--- src/sv/kst_pkg.sv ---
package kst_pkg;

  // Table geometry.
  localparam int SLOTS       = 8;
  localparam int MAX_RESULTS = 8;
  localparam int IDX_W       = (SLOTS > 1) ? $clog2(SLOTS) : 1;
  localparam int CNT_W       = $clog2(SLOTS + 1);
  localparam int RES_W       = $clog2(MAX_RESULTS + 1);

  // Field widths of the words on the channels.
  localparam int OP_W        = 2;
  localparam int ID_W        = 32;
  localparam int SRC_W       = 2;
  localparam int STATUS_W    = 3;
  localparam int SLOT_OUT_W  = 3;
  localparam int COUNT_OUT_W = 4;
  localparam int ENTRY_W     = ID_W + SRC_W;

  // Operation codes; the unused code behaves as a list.
  localparam logic [OP_W-1:0] OP_ADD    = 2'd0;
  localparam logic [OP_W-1:0] OP_REMOVE = 2'd1;
  localparam logic [OP_W-1:0] OP_LIST   = 2'd2;

  // Source classes.
  localparam logic [SRC_W-1:0] SRC_NONE   = 2'd0;
  localparam logic [SRC_W-1:0] SRC_UNUSED = 2'd3;

  // Result status codes.
  localparam logic [STATUS_W-1:0] ST_ADDED   = 3'd0;
  localparam logic [STATUS_W-1:0] ST_EVICTED = 3'd1;
  localparam logic [STATUS_W-1:0] ST_REMOVE  = 3'd2;
  localparam logic [STATUS_W-1:0] ST_LISTED  = 3'd3;
  localparam logic [STATUS_W-1:0] ST_EMPTY   = 3'd4;

  typedef struct packed {
    logic [OP_W-1:0]  opcode;
    logic [ID_W-1:0]  entry_id;
    logic [SRC_W-1:0] source_class;
  } in_word_t;

  typedef struct packed {
    logic [STATUS_W-1:0]    status;
    logic                   remove_ok;
    logic [SLOT_OUT_W-1:0]  slot;
    logic [ID_W-1:0]        out_id;
    logic [SRC_W-1:0]       out_source;
    logic [ID_W-1:0]        evicted_id;
    logic [COUNT_OUT_W-1:0] entry_count;
    logic                   newest_present;
    logic [ID_W-1:0]        peak_id;
    logic                   last;
  } out_word_t;

  // Commands from the controller to the datapath.
  typedef struct packed {
    logic             load_op;
    logic [IDX_W-1:0] rd_addr;
    logic             acc_en;
    logic [IDX_W-1:0] acc_idx;
    logic             commit;
    logic             list_ld;
    logic [IDX_W-1:0] list_slot;
    logic             list_last;
  } dp_cmd_t;

  // Status from the datapath to the controller.
  typedef struct packed {
    logic             op_list;
    logic [SLOTS-1:0] valid_vec;
    logic             empty;
    logic             out_free;
  } dp_sts_t;

endpackage

--- src/sv/kst_if.sv ---
interface kst_in_if;
  import kst_pkg::*;

  logic             valid;
  logic             ready;
  logic [OP_W-1:0]  opcode;
  logic [ID_W-1:0]  entry_id;
  logic [SRC_W-1:0] source_class;

  modport source (output valid, opcode, entry_id, source_class, input ready);
  modport sink   (input valid, opcode, entry_id, source_class, output ready);
endinterface

interface kst_out_if;
  import kst_pkg::*;

  logic                   valid;
  logic                   ready;
  logic [STATUS_W-1:0]    status;
  logic                   remove_ok;
  logic [SLOT_OUT_W-1:0]  slot;
  logic [ID_W-1:0]        out_id;
  logic [SRC_W-1:0]       out_source;
  logic [ID_W-1:0]        evicted_id;
  logic [COUNT_OUT_W-1:0] entry_count;
  logic                   newest_present;
  logic [ID_W-1:0]        peak_id;
  logic                   last;

  modport source (
    output valid, status, remove_ok, slot, out_id, out_source, evicted_id,
           entry_count, newest_present, peak_id, last,
    input  ready
  );
  modport sink (
    input  valid, status, remove_ok, slot, out_id, out_source, evicted_id,
           entry_count, newest_present, peak_id, last,
    output ready
  );
endinterface

--- src/sv/kst_ram.sv ---
module kst_ram #(
  parameter int WIDTH = 8,
  parameter int DEPTH = 8
) (
  input  logic                                    clk_i,
  input  logic                                    we_i,
  input  logic [((DEPTH > 1) ? $clog2(DEPTH) : 1)-1:0] waddr_i,
  input  logic [WIDTH-1:0]                        wdata_i,
  input  logic [((DEPTH > 1) ? $clog2(DEPTH) : 1)-1:0] raddr_i,
  output logic [WIDTH-1:0]                        rdata_o
);

  logic [WIDTH-1:0] mem_q [DEPTH];
  logic [WIDTH-1:0] rdata_q;

  // One write port, one registered read port.
  always_ff @(posedge clk_i) begin
    if (we_i) begin
      mem_q[waddr_i] <= wdata_i;
    end
    rdata_q <= mem_q[raddr_i];
  end

  assign rdata_o = rdata_q;

endmodule

--- src/sv/kst_datapath.sv ---
module kst_datapath (
  input  logic                clk_i,
  input  logic                rst_ni,
  input  kst_pkg::in_word_t   in_word_i,
  input  kst_pkg::dp_cmd_t    cmd_i,
  output kst_pkg::dp_sts_t    sts_o,
  output logic                out_valid_o,
  input  logic                out_ready_i,
  output kst_pkg::out_word_t  out_word_o
);
  import kst_pkg::*;

  // Table control state.
  logic [SLOTS-1:0] valid_q, valid_d;
  logic [CNT_W-1:0] cnt_q, cnt_d;

  // Operation under way.
  logic [OP_W-1:0]  op_q;
  logic [ID_W-1:0]  op_id_q;
  logic [SRC_W-1:0] op_src_q;

  // Scan accumulators.
  logic             min_found_q, min_found_d;
  logic [ID_W-1:0]  min_id_q, min_id_d;
  logic [IDX_W-1:0] min_idx_q, min_idx_d;
  logic             match_found_q, match_found_d;
  logic [IDX_W-1:0] match_idx_q, match_idx_d;
  logic [SRC_W-1:0] match_src_q, match_src_d;
  logic             have1_q, have1_d;
  logic [ID_W-1:0]  max1_q, max1_d;
  logic             dup_q, dup_d;
  logic             have2_q, have2_d;
  logic [ID_W-1:0]  max2_q, max2_d;

  // Result register.
  logic             out_valid_q, out_valid_d;
  out_word_t        out_q, out_d;

  // Memory read side.
  logic [ENTRY_W-1:0] rdata;
  logic [ID_W-1:0]    rd_id;
  logic [SRC_W-1:0]   rd_src;

  // Commit side.
  logic             is_add, is_rem;
  logic             has_free;
  logic [IDX_W-1:0] free_idx;
  logic [IDX_W-1:0] add_idx;
  logic             add_rest_have;
  logic [ID_W-1:0]  add_newest;
  logic             rem_have;
  logic [ID_W-1:0]  rem_newest;
  logic             ram_we;
  out_word_t        res_commit, res_list;

  assign is_add = (op_q == OP_ADD);
  assign is_rem = (op_q == OP_REMOVE);

  kst_ram #(
    .WIDTH (ENTRY_W),
    .DEPTH (SLOTS)
  ) u_ram (
    .clk_i   (clk_i),
    .we_i    (ram_we),
    .waddr_i (add_idx),
    .wdata_i ({op_id_q, op_src_q}),
    .raddr_i (cmd_i.rd_addr),
    .rdata_o (rdata)
  );

  assign rd_id  = rdata[ENTRY_W-1:SRC_W];
  assign rd_src = rdata[SRC_W-1:0];
  assign ram_we = cmd_i.commit && is_add;

  // Capture the input word; an unknown source class is stored as none.
  always_ff @(posedge clk_i) begin
    if (cmd_i.load_op) begin
      op_q     <= in_word_i.opcode;
      op_id_q  <= in_word_i.entry_id;
      op_src_q <= (in_word_i.source_class == SRC_UNUSED) ? SRC_NONE
                                                         : in_word_i.source_class;
    end
  end

  // Per-slot accumulation: oldest, first match, largest and second largest id.
  always_comb begin
    min_found_d   = min_found_q;
    min_id_d      = min_id_q;
    min_idx_d     = min_idx_q;
    match_found_d = match_found_q;
    match_idx_d   = match_idx_q;
    match_src_d   = match_src_q;
    have1_d       = have1_q;
    max1_d        = max1_q;
    dup_d         = dup_q;
    have2_d       = have2_q;
    max2_d        = max2_q;
    if (cmd_i.load_op) begin
      min_found_d   = 1'b0;
      match_found_d = 1'b0;
      have1_d       = 1'b0;
      have2_d       = 1'b0;
      dup_d         = 1'b0;
    end else if (cmd_i.acc_en && valid_q[cmd_i.acc_idx]) begin
      if (!min_found_q || rd_id < min_id_q) begin
        min_found_d = 1'b1;
        min_id_d    = rd_id;
        min_idx_d   = cmd_i.acc_idx;
      end
      if (!match_found_q && rd_id == op_id_q) begin
        match_found_d = 1'b1;
        match_idx_d   = cmd_i.acc_idx;
        match_src_d   = rd_src;
      end
      if (!have1_q || rd_id > max1_q) begin
        have2_d = have1_q;
        max2_d  = max1_q;
        have1_d = 1'b1;
        max1_d  = rd_id;
        dup_d   = 1'b0;
      end else if (rd_id == max1_q) begin
        dup_d = 1'b1;
      end else if (!have2_q || rd_id > max2_q) begin
        have2_d = 1'b1;
        max2_d  = rd_id;
      end
    end
  end

  always_ff @(posedge clk_i or negedge rst_ni) begin
    if (!rst_ni) begin
      min_found_q   <= 1'b0;
      match_found_q <= 1'b0;
      have1_q       <= 1'b0;
      have2_q       <= 1'b0;
      dup_q         <= 1'b0;
    end else begin
      min_found_q   <= min_found_d;
      match_found_q <= match_found_d;
      have1_q       <= have1_d;
      have2_q       <= have2_d;
      dup_q         <= dup_d;
    end
  end

  always_ff @(posedge clk_i) begin
    min_id_q    <= min_id_d;
    min_idx_q   <= min_idx_d;
    match_idx_q <= match_idx_d;
    match_src_q <= match_src_d;
    max1_q      <= max1_d;
    max2_q      <= max2_d;
  end

  // Lowest free slot.
  always_comb begin
    has_free = 1'b0;
    free_idx = '0;
    for (int i = SLOTS - 1; i >= 0; i--) begin
      if (!valid_q[i]) begin
        has_free = 1'b1;
        free_idx = IDX_W'(i);
      end
    end
  end

  // An add fills a free slot or reuses the oldest one. When the oldest is
  // dropped from a full table, the largest id survives unless it was alone.
  assign add_idx       = has_free ? free_idx : min_idx_q;
  assign add_rest_have = has_free ? have1_q : (cnt_q > CNT_W'(1));
  assign add_newest    = (add_rest_have && max1_q > op_id_q) ? max1_q : op_id_q;

  // Largest id left after clearing one entry holding the removed id.
  always_comb begin
    rem_have   = 1'b1;
    rem_newest = max1_q;
    if (op_id_q == max1_q && !dup_q) begin
      rem_have   = have2_q;
      rem_newest = have2_q ? max2_q : '0;
    end
  end

  // Result word and table update for add, remove and the empty list.
  always_comb begin
    res_commit      = '0;
    res_commit.last = 1'b1;
    valid_d         = valid_q;
    cnt_d           = cnt_q;
    if (is_add) begin
      res_commit.status         = has_free ? ST_ADDED : ST_EVICTED;
      res_commit.slot           = SLOT_OUT_W'(add_idx);
      res_commit.out_id         = op_id_q;
      res_commit.out_source     = op_src_q;
      res_commit.evicted_id     = has_free ? '0 : min_id_q;
      res_commit.newest_present = 1'b1;
      res_commit.peak_id        = add_newest;
      if (cmd_i.commit) begin
        valid_d[add_idx] = 1'b1;
        cnt_d            = has_free ? cnt_q + CNT_W'(1) : cnt_q;
      end
    end else if (is_rem) begin
      res_commit.status = ST_REMOVE;
      if (match_found_q) begin
        res_commit.remove_ok      = 1'b1;
        res_commit.slot           = SLOT_OUT_W'(match_idx_q);
        res_commit.out_id         = op_id_q;
        res_commit.out_source     = match_src_q;
        res_commit.newest_present = rem_have;
        res_commit.peak_id        = rem_newest;
        if (cmd_i.commit) begin
          valid_d[match_idx_q] = 1'b0;
          cnt_d                = cnt_q - CNT_W'(1);
        end
      end else begin
        res_commit.newest_present = have1_q;
        res_commit.peak_id        = have1_q ? max1_q : '0;
      end
    end else begin
      res_commit.status = ST_EMPTY;
    end
    res_commit.entry_count = COUNT_OUT_W'(cnt_d);
  end

  // One listed entry, read from the memory.
  always_comb begin
    res_list                = '0;
    res_list.status         = ST_LISTED;
    res_list.slot           = SLOT_OUT_W'(cmd_i.list_slot);
    res_list.out_id         = rd_id;
    res_list.out_source     = rd_src;
    res_list.entry_count    = COUNT_OUT_W'(cnt_q);
    res_list.newest_present = have1_q;
    res_list.peak_id        = have1_q ? max1_q : '0;
    res_list.last           = cmd_i.list_last;
  end

  always_ff @(posedge clk_i or negedge rst_ni) begin
    if (!rst_ni) begin
      valid_q <= '0;
      cnt_q   <= '0;
    end else begin
      valid_q <= valid_d;
      cnt_q   <= cnt_d;
    end
  end

  // Output register: a new word may load in the cycle the old one leaves.
  always_comb begin
    out_valid_d = out_valid_q;
    out_d       = out_q;
    if (cmd_i.commit) begin
      out_valid_d = 1'b1;
      out_d       = res_commit;
    end else if (cmd_i.list_ld) begin
      out_valid_d = 1'b1;
      out_d       = res_list;
    end else if (out_ready_i) begin
      out_valid_d = 1'b0;
    end
  end

  always_ff @(posedge clk_i or negedge rst_ni) begin
    if (!rst_ni) begin
      out_valid_q <= 1'b0;
    end else begin
      out_valid_q <= out_valid_d;
    end
  end

  always_ff @(posedge clk_i) begin
    out_q <= out_d;
  end

  assign out_valid_o = out_valid_q;
  assign out_word_o  = out_q;

  assign sts_o.op_list   = !(is_add || is_rem);
  assign sts_o.valid_vec = valid_q;
  assign sts_o.empty     = (cnt_q == '0);
  assign sts_o.out_free  = !out_valid_q || out_ready_i;

  // The entry count always agrees with the valid bits.
  a_count_matches: assert property (@(posedge clk_i) disable iff (!rst_ni)
    cnt_q == CNT_W'($countones(valid_q)))
    else $error("entry count differs from valid bits");

  // A new word is loaded only when the previous one is gone or leaving.
  a_no_overwrite: assert property (@(posedge clk_i) disable iff (!rst_ni)
    (cmd_i.commit || cmd_i.list_ld) |-> (!out_valid_q || out_ready_i))
    else $error("result word overwritten");

  // An add leaves its slot valid.
  a_add_sets_valid: assert property (@(posedge clk_i) disable iff (!rst_ni)
    (cmd_i.commit && is_add) |=> valid_q[$past(add_idx)])
    else $error("added slot not valid");

endmodule

--- src/sv/kst_ctrl.sv ---
module kst_ctrl (
  input  logic              clk_i,
  input  logic              rst_ni,
  input  logic              in_valid_i,
  output logic              in_ready_o,
  input  kst_pkg::dp_sts_t  sts_i,
  output kst_pkg::dp_cmd_t  cmd_o
);
  import kst_pkg::*;

  localparam logic [2:0] S_IDLE    = 3'd0;
  localparam logic [2:0] S_SCAN    = 3'd1;
  localparam logic [2:0] S_WAIT    = 3'd2;
  localparam logic [2:0] S_COMMIT  = 3'd3;
  localparam logic [2:0] S_LIST_RD = 3'd4;
  localparam logic [2:0] S_LIST_LD = 3'd5;

  logic [2:0]       state_q, state_d;
  logic [IDX_W-1:0] cnt_q, cnt_d;
  logic             acc_vld_q, acc_vld_d;
  logic [IDX_W-1:0] acc_idx_q, acc_idx_d;
  logic [IDX_W-1:0] cur_q, cur_d;
  logic [IDX_W-1:0] ptr_q, ptr_d;
  logic [RES_W-1:0] sent_q, sent_d;

  logic [IDX_W-1:0] nxt_idx;
  logic             more_after;
  logic             list_last;

  // Next valid slot at or after the list pointer.
  always_comb begin
    nxt_idx = '0;
    for (int i = SLOTS - 1; i >= 0; i--) begin
      if (sts_i.valid_vec[i] && IDX_W'(i) >= ptr_q) begin
        nxt_idx = IDX_W'(i);
      end
    end
  end

  // Whether any valid slot follows the one being listed.
  always_comb begin
    more_after = 1'b0;
    for (int i = 0; i < SLOTS; i++) begin
      if (sts_i.valid_vec[i] && IDX_W'(i) > cur_q) begin
        more_after = 1'b1;
      end
    end
  end

  assign list_last = !more_after || (sent_q == RES_W'(MAX_RESULTS - 1));

  // Sequencer: scan all slots, then commit one word or list the entries.
  always_comb begin
    state_d   = state_q;
    cnt_d     = cnt_q;
    acc_vld_d = 1'b0;
    acc_idx_d = acc_idx_q;
    cur_d     = cur_q;
    ptr_d     = ptr_q;
    sent_d    = sent_q;
    in_ready_o = 1'b0;

    cmd_o           = '0;
    cmd_o.rd_addr   = cnt_q;
    cmd_o.acc_en    = acc_vld_q;
    cmd_o.acc_idx   = acc_idx_q;
    cmd_o.list_slot = cur_q;
    cmd_o.list_last = list_last;

    case (state_q)
      S_IDLE: begin
        in_ready_o = 1'b1;
        if (in_valid_i) begin
          cmd_o.load_op = 1'b1;
          cnt_d         = '0;
          state_d       = S_SCAN;
        end
      end
      S_SCAN: begin
        acc_vld_d = 1'b1;
        acc_idx_d = cnt_q;
        if (cnt_q == IDX_W'(SLOTS - 1)) begin
          state_d = S_WAIT;
        end else begin
          cnt_d = cnt_q + IDX_W'(1);
        end
      end
      S_WAIT: begin
        if (sts_i.op_list && !sts_i.empty) begin
          ptr_d   = '0;
          sent_d  = '0;
          state_d = S_LIST_RD;
        end else begin
          state_d = S_COMMIT;
        end
      end
      S_COMMIT: begin
        if (sts_i.out_free) begin
          cmd_o.commit = 1'b1;
          state_d      = S_IDLE;
        end
      end
      S_LIST_RD: begin
        cmd_o.rd_addr = nxt_idx;
        cur_d         = nxt_idx;
        state_d       = S_LIST_LD;
      end
      S_LIST_LD: begin
        cmd_o.rd_addr = cur_q;
        if (sts_i.out_free) begin
          cmd_o.list_ld = 1'b1;
          sent_d        = sent_q + RES_W'(1);
          ptr_d         = cur_q + IDX_W'(1);
          state_d       = list_last ? S_IDLE : S_LIST_RD;
        end
      end
      default: begin
        state_d = S_IDLE;
      end
    endcase
  end

  always_ff @(posedge clk_i or negedge rst_ni) begin
    if (!rst_ni) begin
      state_q   <= S_IDLE;
      cnt_q     <= '0;
      acc_vld_q <= 1'b0;
      acc_idx_q <= '0;
      cur_q     <= '0;
      ptr_q     <= '0;
      sent_q    <= '0;
    end else begin
      state_q   <= state_d;
      cnt_q     <= cnt_d;
      acc_vld_q <= acc_vld_d;
      acc_idx_q <= acc_idx_d;
      cur_q     <= cur_d;
      ptr_q     <= ptr_d;
      sent_q    <= sent_d;
    end
  end

  // Only valid slots are listed.
  a_list_valid_slot: assert property (@(posedge clk_i) disable iff (!rst_ni)
    (state_q == S_LIST_LD) |-> sts_i.valid_vec[cur_q])
    else $error("listing a free slot");

  // A list over a non-empty table never ends in a single commit word.
  a_list_no_commit: assert property (@(posedge clk_i) disable iff (!rst_ni)
    cmd_o.commit |-> !(sts_i.op_list && !sts_i.empty))
    else $error("non-empty list committed as one word");

  // The last slot read of a scan is followed by accumulation of its data.
  a_scan_tail: assert property (@(posedge clk_i) disable iff (!rst_ni)
    (state_q == S_WAIT) |-> (acc_vld_q && acc_idx_q == IDX_W'(SLOTS - 1)))
    else $error("scan tail not accumulated");

endmodule

--- src/sv/keyed_slot_table_evict_oldest_top.sv ---
// Channel  Dir  Words
// in_i     in   opcode, entry_id, source_class
// out_o    out  status, remove_ok, slot, out_id, out_source, evicted_id,
//               entry_count, newest_present, peak_id, last
//
// Add and remove go from acceptance to the next accept through the accept
// step, one memory read per slot, a wait step for the last read data and
// one commit. An empty list takes the same path as a remove.
// A non-empty list scans every slot the same way and then reads and loads
// each listed entry in turn.
// Reset clears the valid bits and the count; slot contents need no clearing.
// A stalled output holds the sequencer in its commit or load step; the next
// word is taken as soon as the sequencer returns to idle.
module keyed_slot_table_evict_oldest_top (
  input  logic       clk_i,
  input  logic       rst_ni,
  kst_in_if.sink     in_i,
  kst_out_if.source  out_o
);
  import kst_pkg::*;

  in_word_t  in_word;
  out_word_t out_word;
  dp_cmd_t   cmd;
  dp_sts_t   sts;
  logic      out_valid;

  assign in_word.opcode       = in_i.opcode;
  assign in_word.entry_id     = in_i.entry_id;
  assign in_word.source_class = in_i.source_class;

  kst_ctrl u_ctrl (
    .clk_i      (clk_i),
    .rst_ni     (rst_ni),
    .in_valid_i (in_i.valid),
    .in_ready_o (in_i.ready),
    .sts_i      (sts),
    .cmd_o      (cmd)
  );

  kst_datapath u_datapath (
    .clk_i       (clk_i),
    .rst_ni      (rst_ni),
    .in_word_i   (in_word),
    .cmd_i       (cmd),
    .sts_o       (sts),
    .out_valid_o (out_valid),
    .out_ready_i (out_o.ready),
    .out_word_o  (out_word)
  );

  assign out_o.valid          = out_valid;
  assign out_o.status         = out_word.status;
  assign out_o.remove_ok      = out_word.remove_ok;
  assign out_o.slot           = out_word.slot;
  assign out_o.out_id         = out_word.out_id;
  assign out_o.out_source     = out_word.out_source;
  assign out_o.evicted_id     = out_word.evicted_id;
  assign out_o.entry_count    = out_word.entry_count;
  assign out_o.newest_present = out_word.newest_present;
  assign out_o.peak_id        = out_word.peak_id;
  assign out_o.last           = out_word.last;

endmodule
--- src/flat_wrapper.sv ---
// flat-port wrapper written by rule: the top's interface ports become plain ports
module keyed_slot_table_evict_oldest_top_flat import kst_pkg::*;
  (clk_i, rst_ni, in_i_valid, in_i_opcode, in_i_entry_id, in_i_source_class, in_i_ready, out_o_valid, out_o_status, out_o_remove_ok, out_o_slot, out_o_out_id, out_o_out_source, out_o_evicted_id, out_o_entry_count, out_o_newest_present, out_o_peak_id, out_o_last, out_o_ready);
  kst_in_if in_i_i ();
  kst_out_if out_o_i ();
  input  logic clk_i;
  input  logic rst_ni;
  input wire logic [$bits(in_i_i.valid)-1:0] in_i_valid;
  input wire logic [$bits(in_i_i.opcode)-1:0] in_i_opcode;
  input wire logic [$bits(in_i_i.entry_id)-1:0] in_i_entry_id;
  input wire logic [$bits(in_i_i.source_class)-1:0] in_i_source_class;
  output wire logic [$bits(in_i_i.ready)-1:0] in_i_ready;
  output wire logic [$bits(out_o_i.valid)-1:0] out_o_valid;
  output wire logic [$bits(out_o_i.status)-1:0] out_o_status;
  output wire logic [$bits(out_o_i.remove_ok)-1:0] out_o_remove_ok;
  output wire logic [$bits(out_o_i.slot)-1:0] out_o_slot;
  output wire logic [$bits(out_o_i.out_id)-1:0] out_o_out_id;
  output wire logic [$bits(out_o_i.out_source)-1:0] out_o_out_source;
  output wire logic [$bits(out_o_i.evicted_id)-1:0] out_o_evicted_id;
  output wire logic [$bits(out_o_i.entry_count)-1:0] out_o_entry_count;
  output wire logic [$bits(out_o_i.newest_present)-1:0] out_o_newest_present;
  output wire logic [$bits(out_o_i.peak_id)-1:0] out_o_peak_id;
  output wire logic [$bits(out_o_i.last)-1:0] out_o_last;
  input wire logic [$bits(out_o_i.ready)-1:0] out_o_ready;
  assign in_i_i.valid = in_i_valid;
  assign in_i_i.opcode = in_i_opcode;
  assign in_i_i.entry_id = in_i_entry_id;
  assign in_i_i.source_class = in_i_source_class;
  assign in_i_ready = in_i_i.ready;
  assign out_o_valid = out_o_i.valid;
  assign out_o_status = out_o_i.status;
  assign out_o_remove_ok = out_o_i.remove_ok;
  assign out_o_slot = out_o_i.slot;
  assign out_o_out_id = out_o_i.out_id;
  assign out_o_out_source = out_o_i.out_source;
  assign out_o_evicted_id = out_o_i.evicted_id;
  assign out_o_entry_count = out_o_i.entry_count;
  assign out_o_newest_present = out_o_i.newest_present;
  assign out_o_peak_id = out_o_i.peak_id;
  assign out_o_last = out_o_i.last;
  assign out_o_i.ready = out_o_ready;
  keyed_slot_table_evict_oldest_top u_core (.clk_i(clk_i), .rst_ni(rst_ni), .in_i(in_i_i), .out_o(out_o_i));
endmodule
--- config.mk ---
export PLATFORM = sky130hd
export DESIGN_NAME = keyed_slot_table_evict_oldest_top_flat
export DESIGN_NICKNAME = d
export VERILOG_FILES = /design/src/sv/kst_pkg.sv /design/src/sv/kst_if.sv /design/src/sv/kst_ram.sv /design/src/sv/kst_datapath.sv /design/src/sv/kst_ctrl.sv /design/src/sv/keyed_slot_table_evict_oldest_top.sv /design/src/flat_wrapper.sv
export SDC_FILE = /design/constraint.sdc
export NUM_CORES = 1
export LEC_CHECK = 0
export ABC_CLOCK_PERIOD_IN_PS = 11400
export BUFFER_PORTS_ARGS = -buffer_cell sky130_fd_sc_hd__buf_2
export CAP_MARGIN = 20
export CORE_ASPECT_RATIO = 1.4
export CORE_MARGIN = 2
export CORE_UTILIZATION = 45
export CTS_BUF_LIST = sky130_fd_sc_hd__clkbuf_2
export DETAILED_ROUTE_END_ITERATION = 8
export GPL_ROUTABILITY_DRIVEN = 0
export PLACE_DENSITY_LB_ADDON = 0.15
export SLEW_MARGIN = 20
export SYNTH_ARGS = -nofsm -noshare
export SYNTH_HDL_FRONTEND = slang
export SYNTH_SLANG_ARGS = --single-unit
--- constraint.sdc ---
create_clock -name clk_i -period 11.4 [get_ports clk_i]
set_input_delay 0.57 -clock clk_i [delete_from_list [all_inputs] [get_ports clk_i]]
set_output_delay 0.57 -clock clk_i [all_outputs]
set_load 0.02 [all_outputs]
==> flow_metrics.py <==
metrics = {
    "worst_setup_path": {
        "cp_slowest_stage_delay_ps": 980,
        "start_kind": "register",
        "crit_path_frequent_cell": "buf_4",
        "worstSetupPathType": "reg2reg",
        "crit_slowest_cell": "nand3b_2",
        "crit_path_cell_trace": "nand2b_1, nor2_1, and4_2, buf_4, nor2_4, buf_4, nand3b_2, o22ai_1, a211oi_2",
        "crit_fanout": 67,
        "worstPathArrival_ps": 5310,
        "critPathBufInv": 2,
        "reg2reg_to": "u_core.u_datapath.u_ram.rdata_o[26]",
        "crit_start": "u_core.u_ctrl.state_q[1]",
        "reg2regPathDepth": 9,
        "worstSetupEndpointType": "register",
        "worstPathRequired_ps": 12380,
        "crit_path_end": "u_core.u_datapath.u_ram.rdata_o[26]",
        "r2r_start": "u_core.u_ctrl.state_q[1]",
        "reg2reg_slack_ps": 7070,
        "worst-path-stages": 9,
        "critical-path-top-delay-family": "simple AND/OR/NAND/NOR gates",
    },
    "routing": {
        "drtPass1Iterations": 5,
        "wl_per_cell_um": 24.6,
        "ant_nets": 0,
        "vias": 18800,
        "drc": 0,
        "routed_wl_um": 78600,
        "drt-initial-drc-count": 1787,
        "viasPerCell": 5.87,
    },
    "synth": {
        "yosys-top-cells-area": "edfxtp_1, ha_1, dfrtp_1",
        "synth-edff-count": 522,
        "syn_area_per_cell_sq_um": 13.5,
        "yosys.cell_types.count": 79,
        "synth_top_area_share_pct": 57.8,
        "synth_seq_area_share_pct": 63.9,
        "ys.flop_type": "edfxtp_1",
        "async_flop_share_pct": 6.39,
        "synth_warnings": 0,
        "syn_nets": 2189,
        "synth_common_cells": "edfxtp_1, inv_1, ha_1",
        "synthCells": 2012,
        "syn_area_sq_um": 27100,
        "ys_seq_elements": 595,
        "synth_top_area_cell": "edfxtp_1",
        "yosysMostFrequentCell": "edfxtp_1",
    },
    "placement": {
        "portBuffers": 152,
        "dp_hpwl_um": 49900,
        "dp.cells": 2861,
        "placed_cell_area_sq_um": 28800,
    },
    "final_layout": {
        "post-route-cell-area_sq_um": 31000,
        "multi_input_area_sq_um": 8890,
        "fillers": 5269,
        "finalNonFillerCells": 3199,
        "fin_nets": 2498,
        "syn2layout_area_growth_pct": 14.5,
        "regArea_sq_um": 17300,
        "utilization_pct": 52.0,
        "drive_gt1_share_pct": 24.0,
    },
    "die": {
        "core_area_sq_um": 59700,
        "die_area_sq_um": 62300,
        "die_h_um": 294,
        "start_util_pct": 45.4,
        "rows": 106,
        "chipWidth_um": 211,
        "io_pins": 153,
    },
    "sta": {
        "slew_headroom_pct": 25.6,
        "hold_ws_ps": 118,
        "hold_viol_final": 0,
        "max_freq_mhz": 231,
        "worst_slew_pin_slew_ps": 1110,
        "fin_worst_skew_ps": 81.0,
        "min_period_ps": 4330,
        "slew_violations": 0,
        "final.period_utilization_pct": 37.9,
        "rsz0062_at_grt": "no",
        "setup_tns_ps": 0,
        "setup_viol": 0,
    },
    "hold_path": {
        "hold_depth": 2,
        "min_path_type": "in2reg",
    },
    "cts": {
        "cts-root-buf": "clkbuf_2",
        "cts_tree": "built",
        "clock_sinks": 595,
        "h-tree-depth": 4,
        "cts_resized": 0,
        "clk_latency_ps": 1210,
        "cts_buffer_depth": 3,
        "cts_made_buffers": 147,
        "clk_pin_slew_ps": 110,
    },
    "pwr": {
        "ir_drop_mv": 0.251,
        "powerDensity_nw_per_um2": 286,
        "p_leak_uw": 0.0120,
    },
    "grt": {
        "antenna_found_initial": 1,
        "grt_pass1_vias": 19000,
        "grt_max_degree": 69,
        "grt_overflow": 0,
        "grt_pass1_wl_um": 117000,
        "grt_usage_pct": 25.4,
    },
    "status": {
        "status": "finished clean",
    },
    "run": {
        "drv_cap": 0,
    },
}
cell families after synthesis:
kind of cell	Yosys count	share of synthesized area [%]
xor gates and xnor gates	37	1.19
muxes	51	2.53
DFF	595	63.9
adders and majority gates	137	6.32
AOI/OAI and AO/OA	520	13.5
and+or+nand+nor	421	8.60
buffers and inverters	251	3.93
placed cells by master (no fill, tap or decap), types with 30 or more instances in the layout:
cell / count
a21oi_1: 86
a221o_1: 33
nand2_1: 69
a211oi_2: 30
a22o_1: 35
nor2_1: 35
edfxtp_1: 522
nand4_1: 30
xor2_1: 32
buf_2: 152
dlygate4sd3_1: 65
dfrtp_1: 38
clkbuf_2: 210
nor4_1: 42
o21ai_1: 39
o21ai_0: 112
inv_1: 142
dfxtp_1: 35
clkinv_1: 34
nand3_1: 122
buf_4: 48
a211o_1: 35
o22ai_1: 42
ha_1: 137
state kept, by name, indices dropped and copies added (netlist names), 3 cells and up:
| signal | cells |
|---|---|
| u_core.u_ctrl.sent_q | 4 |
| u_core.u_datapath.u_ram.rdata_o | 34 |
| u_core.u_datapath.min_id_q | 32 |
| u_core.u_datapath.u_ram.mem_q | 272 |
| u_core.u_ctrl.acc_idx_q | 3 |
| u_core.u_datapath.min_idx_q | 3 |
| u_core.u_datapath.op_id_q | 32 |
| u_core.u_datapath.max2_q | 32 |
| u_core.u_datapath.match_idx_q | 3 |
| u_core.u_ctrl.ptr_q | 3 |
| u_core.u_ctrl.cur_q | 3 |
| u_core.u_datapath.max1_q | 32 |
| u_core.u_ctrl.cnt_q | 3 |
| u_core.u_ctrl.state_q | 3 |
| u_core.u_datapath.valid_q | 8 |
| u_core.u_datapath.out_word_o | 111 |
| u_core.u_datapath.cnt_q | 4 |
metal layers:
metal / vias to the layer above / part of all wire (%) / global-route usage (%)
met5: - / 0 / 0
li1: 8488 / - / -
met2: 754 / 49 / 42.9
met4: 0 / 4.3 / 12.2
met3: 180 / 5.9 / 4.23
met1: 9355 / 40 / 31.8
worst min path at each step:
| stage | start | end | slack [ps] |
|---|---|---|---|
| after floorplan | rst_ni | u_core.u_ctrl.acc_idx_q[0] | 270 |
| after global placement | u_core.u_datapath.u_ram.rdata_o[0] | u_core.u_datapath.match_src_q[0] | 420 |
| after detailed placement | u_core.u_datapath.u_ram.rdata_o[0] | u_core.u_datapath.match_src_q[0] | 430 |
| after CTS | in_i_entry_id[5] | u_core.u_datapath.op_id_q[5] | 0.3 |
| after global routing | in_i_entry_id[24] | u_core.u_datapath.op_id_q[24] | 40 |
| final | in_i_entry_id[24] | u_core.u_datapath.op_id_q[24] | 120 |
area by class of cell:
class,instances,area share [%]
Inverter,144,1.74
Antenna cell,1,0.00806
Multi-Input combinational cell,1166,28.6
Sequential cell,595,55.8
Clock inverter,60,1.50
Tap cell,756,3.05
Timing Repair Buffer,267,5.86
Clock buffer,210,3.39
what timing repair did:
action                                 CTS  global route
endpoints found under the hold margin   84             0
buffers inserted                         0             0
hold buffers                            66             0
power breakdown:
part           switching (uW)  leakage (uW)  internal [uW]
Sequential                484       0.00554           3050
Combinational            2420       0.00535           1350
Clock                     888       0.00111            685
stage by stage:
stage / power [uW] / setup slack [ps]
4_1_cts: 8930 / 7030
2_1_floorplan: 6040 / 6700
3_5_place_dp: 7330 / 7130
6_report: 8890 / 7070
5_1_grt: 9430 / 6760
3_3_place_gp: 7250 / 7110
(Power assumes the default switching activity.)
